==> src/rtl/ipsc_pkg.sv <==
package ipsc_pkg;

    localparam int TGT_W   = 13;
    localparam int SPD_W   = 14;
    localparam int DRV_W   = 16;
    localparam int GAIN_W  = 24;
    localparam int ERR_W   = 15;
    localparam int DERR_W  = 16;
    localparam int OUT_W   = 18;
    localparam int CFG_W   = 24;
    localparam int CFG_IDX_W = 3;

    // Product sum width: (kp * derr) + (ki * err) with margin
    localparam int ACC_W   = GAIN_W + DERR_W + 2;

    localparam int OUT18_MAX = 131071;
    localparam int OUT18_MIN = -131072;

    localparam logic [GAIN_W-1:0] KP_RESET   = 24'd681574;
    localparam logic [GAIN_W-1:0] KI_RESET   = 24'd2097;
    localparam logic [DRV_W-1:0]  OMAX_RESET = 16'd1400;
    localparam logic [DRV_W-1:0]  OMIN_RESET = 16'd50;
    localparam logic [TGT_W-1:0]  TMIN_RESET = 13'd100;
    localparam logic [TGT_W-1:0]  TMAX_RESET = 13'd4096;

    typedef enum logic [CFG_IDX_W-1:0] {
        REG_KP_GAIN    = 3'd0,
        REG_KI_GAIN    = 3'd1,
        REG_OUT_MAX    = 3'd2,
        REG_OUT_MIN    = 3'd3,
        REG_TARGET_MIN = 3'd4,
        REG_TARGET_MAX = 3'd5
    } t_cfg_reg;

    typedef struct packed {
        logic [TGT_W-1:0] target_request;
        logic [SPD_W-1:0] measured_speed;
    } t_pi_in;

    typedef struct packed {
        logic [DRV_W-1:0] drive;
        logic             integrating;
    } t_pi_out;

endpackage

==> src/rtl/incremental_pi_speed_controller_unit.sv <==
// Incremental PI speed controller with anti-windup.
// Input channel: i_in_valid / o_in_stall carry one sample (target request and
// measured speed) per transfer. Output channel: o_out_valid / i_out_stall carry
// one result (clamped drive and integrating flag) per input sample, in order.
// Configuration: gains, drive limits and target window are written through
// i_cfg_wr_en / i_cfg_index / i_cfg_data; the user must write them only while
// no sample is in flight (the block does not enforce this). Throughput: one
// sample per cycle unless the receiver stalls. Stages after the input register:
// error/delta, gain multiplier, scale-and-truncate and output register.
// The output recursion (previous output plus increment, saturation, anti-windup
// decision) closes inside the last stage, so samples follow back to back.
// Reset (synchronous, active low) empties the pipeline, loads the default
// gains and limits, clears the stored error and sets the stored output to the
// default lower drive limit.
// When the receiver stalls, the result holds in the output register; empty
// stages still fill, and o_in_stall rises once every stage holds a sample.
module incremental_pi_speed_controller_unit
    import ipsc_pkg::*;
#(
    parameter int GAIN_FRAC_BITS = 20
) (
    input  logic                 i_clk,
    input  logic                 i_rst_n,
    input  logic                 i_in_valid,
    input  t_pi_in               i_in_data,
    output logic                 o_in_stall,
    output logic                 o_out_valid,
    output t_pi_out              o_out_data,
    input  logic                 i_out_stall,
    input  logic                 i_cfg_wr_en,
    input  logic [CFG_IDX_W-1:0] i_cfg_index,
    input  logic [CFG_W-1:0]     i_cfg_data
);

    localparam int INC_W = ACC_W - GAIN_FRAC_BITS;
    localparam int SUM_W = ((INC_W > OUT_W) ? INC_W : OUT_W) + 1;
    localparam logic signed [ACC_W-1:0] RND =
        ACC_W'((64'd1 << GAIN_FRAC_BITS) - 64'd1);
    localparam logic signed [SUM_W-1:0] SAT_HI = SUM_W'(OUT18_MAX);
    localparam logic signed [SUM_W-1:0] SAT_LO = SUM_W'(OUT18_MIN);
    localparam logic signed [OUT_W-1:0] PREV_OUT_RESET = OUT_W'(OMIN_RESET);

    // configuration
    logic [GAIN_W-1:0] r_kp, r_ki;
    logic [DRV_W-1:0]  r_omax, r_omin;
    logic [TGT_W-1:0]  r_tmin, r_tmax;

    always_ff @(posedge i_clk) begin
        if (!i_rst_n) begin
            r_kp   <= KP_RESET;
            r_ki   <= KI_RESET;
            r_omax <= OMAX_RESET;
            r_omin <= OMIN_RESET;
            r_tmin <= TMIN_RESET;
            r_tmax <= TMAX_RESET;
        end else if (i_cfg_wr_en) begin
            case (t_cfg_reg'(i_cfg_index))
                REG_KP_GAIN:    r_kp   <= i_cfg_data;
                REG_KI_GAIN:    r_ki   <= i_cfg_data;
                REG_OUT_MAX:    r_omax <= i_cfg_data[DRV_W-1:0];
                REG_OUT_MIN:    r_omin <= i_cfg_data[DRV_W-1:0];
                REG_TARGET_MIN: r_tmin <= i_cfg_data[TGT_W-1:0];
                REG_TARGET_MAX: r_tmax <= i_cfg_data[TGT_W-1:0];
                default: ;
            endcase
        end
    end

    // stage valids and advance chain
    logic r_v0, r_v1, r_v2, r_v3, r_v4;
    logic rdy0, rdy1, rdy2, rdy3, rdy4;

    assign rdy4 = !r_v4 || !i_out_stall;
    assign rdy3 = !r_v3 || rdy4;
    assign rdy2 = !r_v2 || rdy3;
    assign rdy1 = !r_v1 || rdy2;
    assign rdy0 = !r_v0 || rdy1;

    assign o_in_stall  = !rdy0;
    assign o_out_valid = r_v4;

    always_ff @(posedge i_clk) begin
        if (!i_rst_n) begin
            r_v0 <= 1'b0;
            r_v1 <= 1'b0;
            r_v2 <= 1'b0;
            r_v3 <= 1'b0;
            r_v4 <= 1'b0;
        end else begin
            if (rdy0) r_v0 <= i_in_valid;
            if (rdy1) r_v1 <= r_v0;
            if (rdy2) r_v2 <= r_v1;
            if (rdy3) r_v3 <= r_v2;
            if (rdy4) r_v4 <= r_v3;
        end
    end

    // stage 0: input register
    t_pi_in r_in;
    always_ff @(posedge i_clk) begin
        if (rdy0 && i_in_valid) r_in <= i_in_data;
    end

    // stage 1: clamp target, error and error delta
    logic [TGT_W-1:0]         w_tgt;
    logic signed [ERR_W-1:0]  w_err;
    logic signed [DERR_W-1:0] w_derr;
    logic signed [ERR_W-1:0]  r_prev_err;
    logic signed [ERR_W-1:0]  r_err1;
    logic signed [DERR_W-1:0] r_derr1;
    logic                     adv1;

    always_comb begin
        if (r_in.target_request < r_tmin)
            w_tgt = r_tmin;
        else if (r_in.target_request > r_tmax)
            w_tgt = r_tmax;
        else
            w_tgt = r_in.target_request;
    end

    assign w_err  = $signed({2'b00, w_tgt}) - $signed({1'b0, r_in.measured_speed});
    assign w_derr = $signed({w_err[ERR_W-1], w_err})
                  - $signed({r_prev_err[ERR_W-1], r_prev_err});
    assign adv1   = rdy1 && r_v0;

    always_ff @(posedge i_clk) begin
        if (!i_rst_n)
            r_prev_err <= '0;
        else if (adv1)
            r_prev_err <= w_err;
    end

    always_ff @(posedge i_clk) begin
        if (adv1) begin
            r_err1  <= w_err;
            r_derr1 <= w_derr;
        end
    end

    // stage 2: gain products
    logic signed [GAIN_W+DERR_W:0]  w_pkp;
    logic signed [GAIN_W+ERR_W:0]   w_pki;
    logic signed [GAIN_W+DERR_W:0]  r_pkp;
    logic signed [GAIN_W+ERR_W:0]   r_pki;
    logic signed [ERR_W-1:0]        r_err2;

    assign w_pkp = $signed({1'b0, r_kp}) * r_derr1;
    assign w_pki = $signed({1'b0, r_ki}) * r_err1;

    always_ff @(posedge i_clk) begin
        if (rdy2 && r_v1) begin
            r_pkp  <= w_pkp;
            r_pki  <= w_pki;
            r_err2 <= r_err1;
        end
    end

    // stage 3: scale both candidate increments, truncating toward zero
    logic signed [ACC_W-1:0] w_acc_on, w_acc_off, w_rnd_on, w_rnd_off;
    logic signed [INC_W-1:0] r_inc_on, r_inc_off;
    logic signed [ERR_W-1:0] r_err3;

    assign w_acc_off = ACC_W'(r_pkp);
    assign w_acc_on  = ACC_W'(r_pkp) + ACC_W'(r_pki);
    assign w_rnd_on  = w_acc_on  + (w_acc_on[ACC_W-1]  ? RND : '0);
    assign w_rnd_off = w_acc_off + (w_acc_off[ACC_W-1] ? RND : '0);

    always_ff @(posedge i_clk) begin
        if (rdy3 && r_v2) begin
            r_inc_on  <= w_rnd_on[ACC_W-1:GAIN_FRAC_BITS];
            r_inc_off <= w_rnd_off[ACC_W-1:GAIN_FRAC_BITS];
            r_err3    <= r_err2;
        end
    end

    // stage 4: anti-windup, accumulate, saturate, clamp
    logic signed [OUT_W-1:0] r_prev_out;
    logic signed [OUT_W-1:0] w_omax_s, w_omin_s, w_uk;
    logic signed [SUM_W-1:0] w_sum;
    logic                    w_integ;
    logic [DRV_W-1:0]        w_drive;
    t_pi_out                 r_out;
    logic                    adv4;

    assign w_omax_s = $signed({2'b00, r_omax});
    assign w_omin_s = $signed({2'b00, r_omin});

    always_comb begin
        w_integ = 1'b1;
        if ((r_prev_out >= w_omax_s) && !r_err3[ERR_W-1])
            w_integ = 1'b0;
        if ((r_prev_out <= w_omin_s) && (r_err3[ERR_W-1] || (r_err3 == '0)))
            w_integ = 1'b0;
    end

    assign w_sum = SUM_W'(r_prev_out) + (w_integ ? SUM_W'(r_inc_on) : SUM_W'(r_inc_off));

    always_comb begin
        if (w_sum > SAT_HI)
            w_uk = OUT_W'(OUT18_MAX);
        else if (w_sum < SAT_LO)
            w_uk = OUT_W'(OUT18_MIN);
        else
            w_uk = w_sum[OUT_W-1:0];

        if (w_uk >= w_omax_s)
            w_drive = r_omax;
        else if (w_uk <= w_omin_s)
            w_drive = r_omin;
        else
            w_drive = w_uk[DRV_W-1:0];
    end

    assign adv4 = rdy4 && r_v3;

    always_ff @(posedge i_clk) begin
        if (!i_rst_n)
            r_prev_out <= PREV_OUT_RESET;
        else if (adv4)
            r_prev_out <= w_uk;
    end

    always_ff @(posedge i_clk) begin
        if (adv4) begin
            r_out.drive       <= w_drive;
            r_out.integrating <= w_integ;
        end
    end

    assign o_out_data = r_out;

endmodule
==> config.mk <==
export PLATFORM = sky130hd
export DESIGN_NAME = incremental_pi_speed_controller_unit
export DESIGN_NICKNAME = d
export VERILOG_FILES = /design/src/rtl/ipsc_pkg.sv /design/src/rtl/incremental_pi_speed_controller_unit.sv
export SDC_FILE = /design/constraint.sdc
export NUM_CORES = 2
export LEC_CHECK = 0
export BUFFER_PORTS_ARGS = -buffer_cell sky130_fd_sc_hd__clkbuf_2
export CORE_MARGIN = 1.5
export CORE_UTILIZATION = 30
export DETAILED_ROUTE_END_ITERATION = 7
export SETUP_SLACK_MARGIN = 0.02
export SLEW_MARGIN = 20
export SYNTH_ARGS = -nofsm -noshare
export SYNTH_HDL_FRONTEND = slang
export SYNTH_SLANG_ARGS = --single-unit
==> constraint.sdc <==
create_clock -name i_clk -period 17.6 [get_ports i_clk]
set_input_delay 1.76 -clock i_clk [delete_from_list [all_inputs] [get_ports i_clk]]
set_output_delay 1.76 -clock i_clk [all_outputs]
set_load 0.05 [all_outputs]
==> metrics <==
CTS tree done; post-synth net total 6104; Worst Setup End Kind flip-flop; detail-routed net length per standard cell approximately 19 um; TNS Setup 0 ns; Util after Layout 33.11%; CTS buffer count 42; Worst Path Arrival between 10 and 15 ns; Crit Path Max Fanout 24; final setup fails 0; H-tree depth 2; min cycle time layout slightly below 10 ns; Clock transition at path regs 0.06 ns; DRT antenna net count 0; Final Hold Fails 0; Seq/Total Area, Yosys 21.45%; status finished clean; DRC Markers 0; Crit path max-delay family compound AO/OA/AOI/OAI gates; gr ovfl total 0; dpl cell area slightly below 0.05 sq mm; I/O Buffers 77; routability congestion estimate from global placement 0.9349; Initial Util 30.33%; CTS root buffer clkbuf_16; share of cells above drive strength 1 about 5.9%; Mapped Cells 4964; Max Clock Skew 0.03760 ns; Post-synth EDFFs between 200 and 250; Die Ht ~400 um; num ports 78; # rows 142; vias in the first global route between 30000 and 40000; Max Slew Vio Count 0; Post-DP HPWL just over 100000 um; gr usage total between 10% and 20%; TritonRoute pass-1 iters 6; Syn Area/Cell roughly 9.2 sq um; Final Instance Area around 0.050 sq mm; RSZ-0062 raised after global routing false; CTS Sinks 374; DR iter-0 viols around 2300; critical path's largest stage delay 0.51 ns; Setup Fix Bufs, Post-CTS 0; ys async rst share 0%; # Max-Cap Violations 0; # resized after CTS 0; most common flop cell mapped by yosys edfxtp_1; Critical Path Start Type flip-flop; largest net degree at the start of global routing 57; synthesized cell area 0.04565 sq mm; FF+latch count, synth about 370; Die W roughly 400 um; Clk Latency, worst-skew pair about 0.61 ns; synth warn 0; worst hold slack around 0.41 ns; fmax 101.7 MHz; Slew @ Worst Pin approximately 1.1 ns; worst path bufs/invs 4; DR vias around 35000; number of vias per cell between 4 and 5; wirelength, routed 132100 um; Slew headroom 27.36%; cts hold-fix bufs 0; Netlist cell types slightly below 90; Critical Path RT 17.92 ns; Area Growth Syn to Fin 9.149%; Hold WC Path Type reg -> reg; first-pass GRT wire length just over 200000 um; CP max-delay cell nand2_1; Tcrit/Tclk final 55.85%; initial antenna violation count 8; Critical Setup Path Class reg -> reg; Max Root-Sink Buffers 3; Core Footprint roughly 0.15 sq mm; die area about 0.15 sq mm; final net count slightly above 6000
cells by family (layout without fill, tap and decap cells):
family          count (synthesis)  after routing  share of synthesized area [%]
compound gates                758            758                          10.64
other cells                     0              2                              0
flops                         374            374                          21.44
simple gates                 1558           1558                          15.95
fa+ha+maj                    1081           1081                          39.41
buf+inv                       974           1011                          8.094
mux                            45             45                          1.061
xor+xnor                      174            174                          3.396
flip-flops by register name (all words and copies together), names as in the netlist, 15 cells and up:
signal      count
r_kp           24
r_pkp          41
r_omin         16
r_pki          40
r_derr1        16
r_err3         15
r_in           27
o_out_data     17
r_inc_off      22
r_err2         15
r_err1         15
r_inc_on       22
r_omax         16
r_prev_out     18
r_ki           24
r_prev_err     15
placed cells by master, fill, tap and decap left out, types with 28 or more instances in the layout:
master,netlist,routed
nand2b_1,69,69
nor3_1,38,38
inv_1,782,781
clkbuf_2,0,77
o21ai_0,137,136
a21oi_1,250,249
a21o_1,92,92
dfxtp_1,144,144
buf_4,5,72
ha_1,486,486
nor2_1,146,146
edfxtp_1,230,230
nand2_1,836,836
xnor2_1,110,110
nand4_1,28,28
xor2_1,62,62
nor2b_1,36,33
a31oi_1,34,33
o211ai_1,34,34
and2_1,251,251
fa_1,595,595
o21a_1,28,28
nand3_1,63,63
clkbuf_16,0,43
stage by stage:
stage	instances	setup WS [ns]
floorplan	4964	9.667
global placement	6938	7.926
detailed placement	6938	7.812
CTS	7016	7.769
global route	7017	7.069
finish	7019	7.771
worst register-to-register path: cells and delay by family (launching register included):
kind / cells / cell delay [ns]
compound gates: 21 / 4.51
fa+ha+maj: 4 / 1.05
buf+inv: 4 / 0.80
flops: 1 / 0.33
mux: 1 / 0.41
simple gates: 9 / 2.49
synthesized netlist by cell type, types with 36 or more instances:
cell type | n | share of area, %
and2_1 | 251 | 3.4
nor2b_1 | 36 | 0.49
nor3_1 | 38 | 0.42
xnor2_1 | 110 | 2.1
xor2_1 | 62 | 1.2
ha_1 | 486 | 13
nand2b_1 | 69 | 0.95
nand2_1 | 836 | 6.9
fa_1 | 595 | 26
a21oi_1 | 250 | 2.7
nor2_1 | 146 | 1.2
nand3_1 | 63 | 0.69
dfxtp_1 | 144 | 6.3
clkbuf_1 | 174 | 1.4
edfxtp_1 | 230 | 15
a21o_1 | 92 | 1.5
inv_1 | 782 | 6.4
o21ai_0 | 137 | 1.5
area by class of cell:
class,instances,area [sq um]
Timing Repair Buffer,150,940.9
Antenna cell,2,5.005
Tap cell,2016,2522
Inverter,783,2940
Clock inverter,22,244.0
Clock buffer,56,1175
Multi-Input combinational cell,3616,32210
Fill cell,15594,100700
Sequential cell,374,9789
layer usage:
layer	vias to the layer above	wire length [um]	GRT usage, %
li1	16106	-	-
met1	17491	60110	23.76
met2	1021	60670	28.05
met3	187	8071	2.199
met4	0	3291	4.577
met5	-	0	0
final timing paths:
kind	end	cells past startpoint	startpoint	slack (ns)
worst max-delay path	o_out_data[8]	39	r_omax[3]	7.77
worst min-delay path	r_err3[9]	0	r_err2[9]	0.41
worst max register to register	o_out_data[8]	39	r_omax[3]	7.77
worst min register to register	r_err3[9]	0	r_err2[9]	0.41
Power is left out: the tool's default activity adds up to more than one toggle a clock period on the data nets, which glitch-free logic cannot reach.
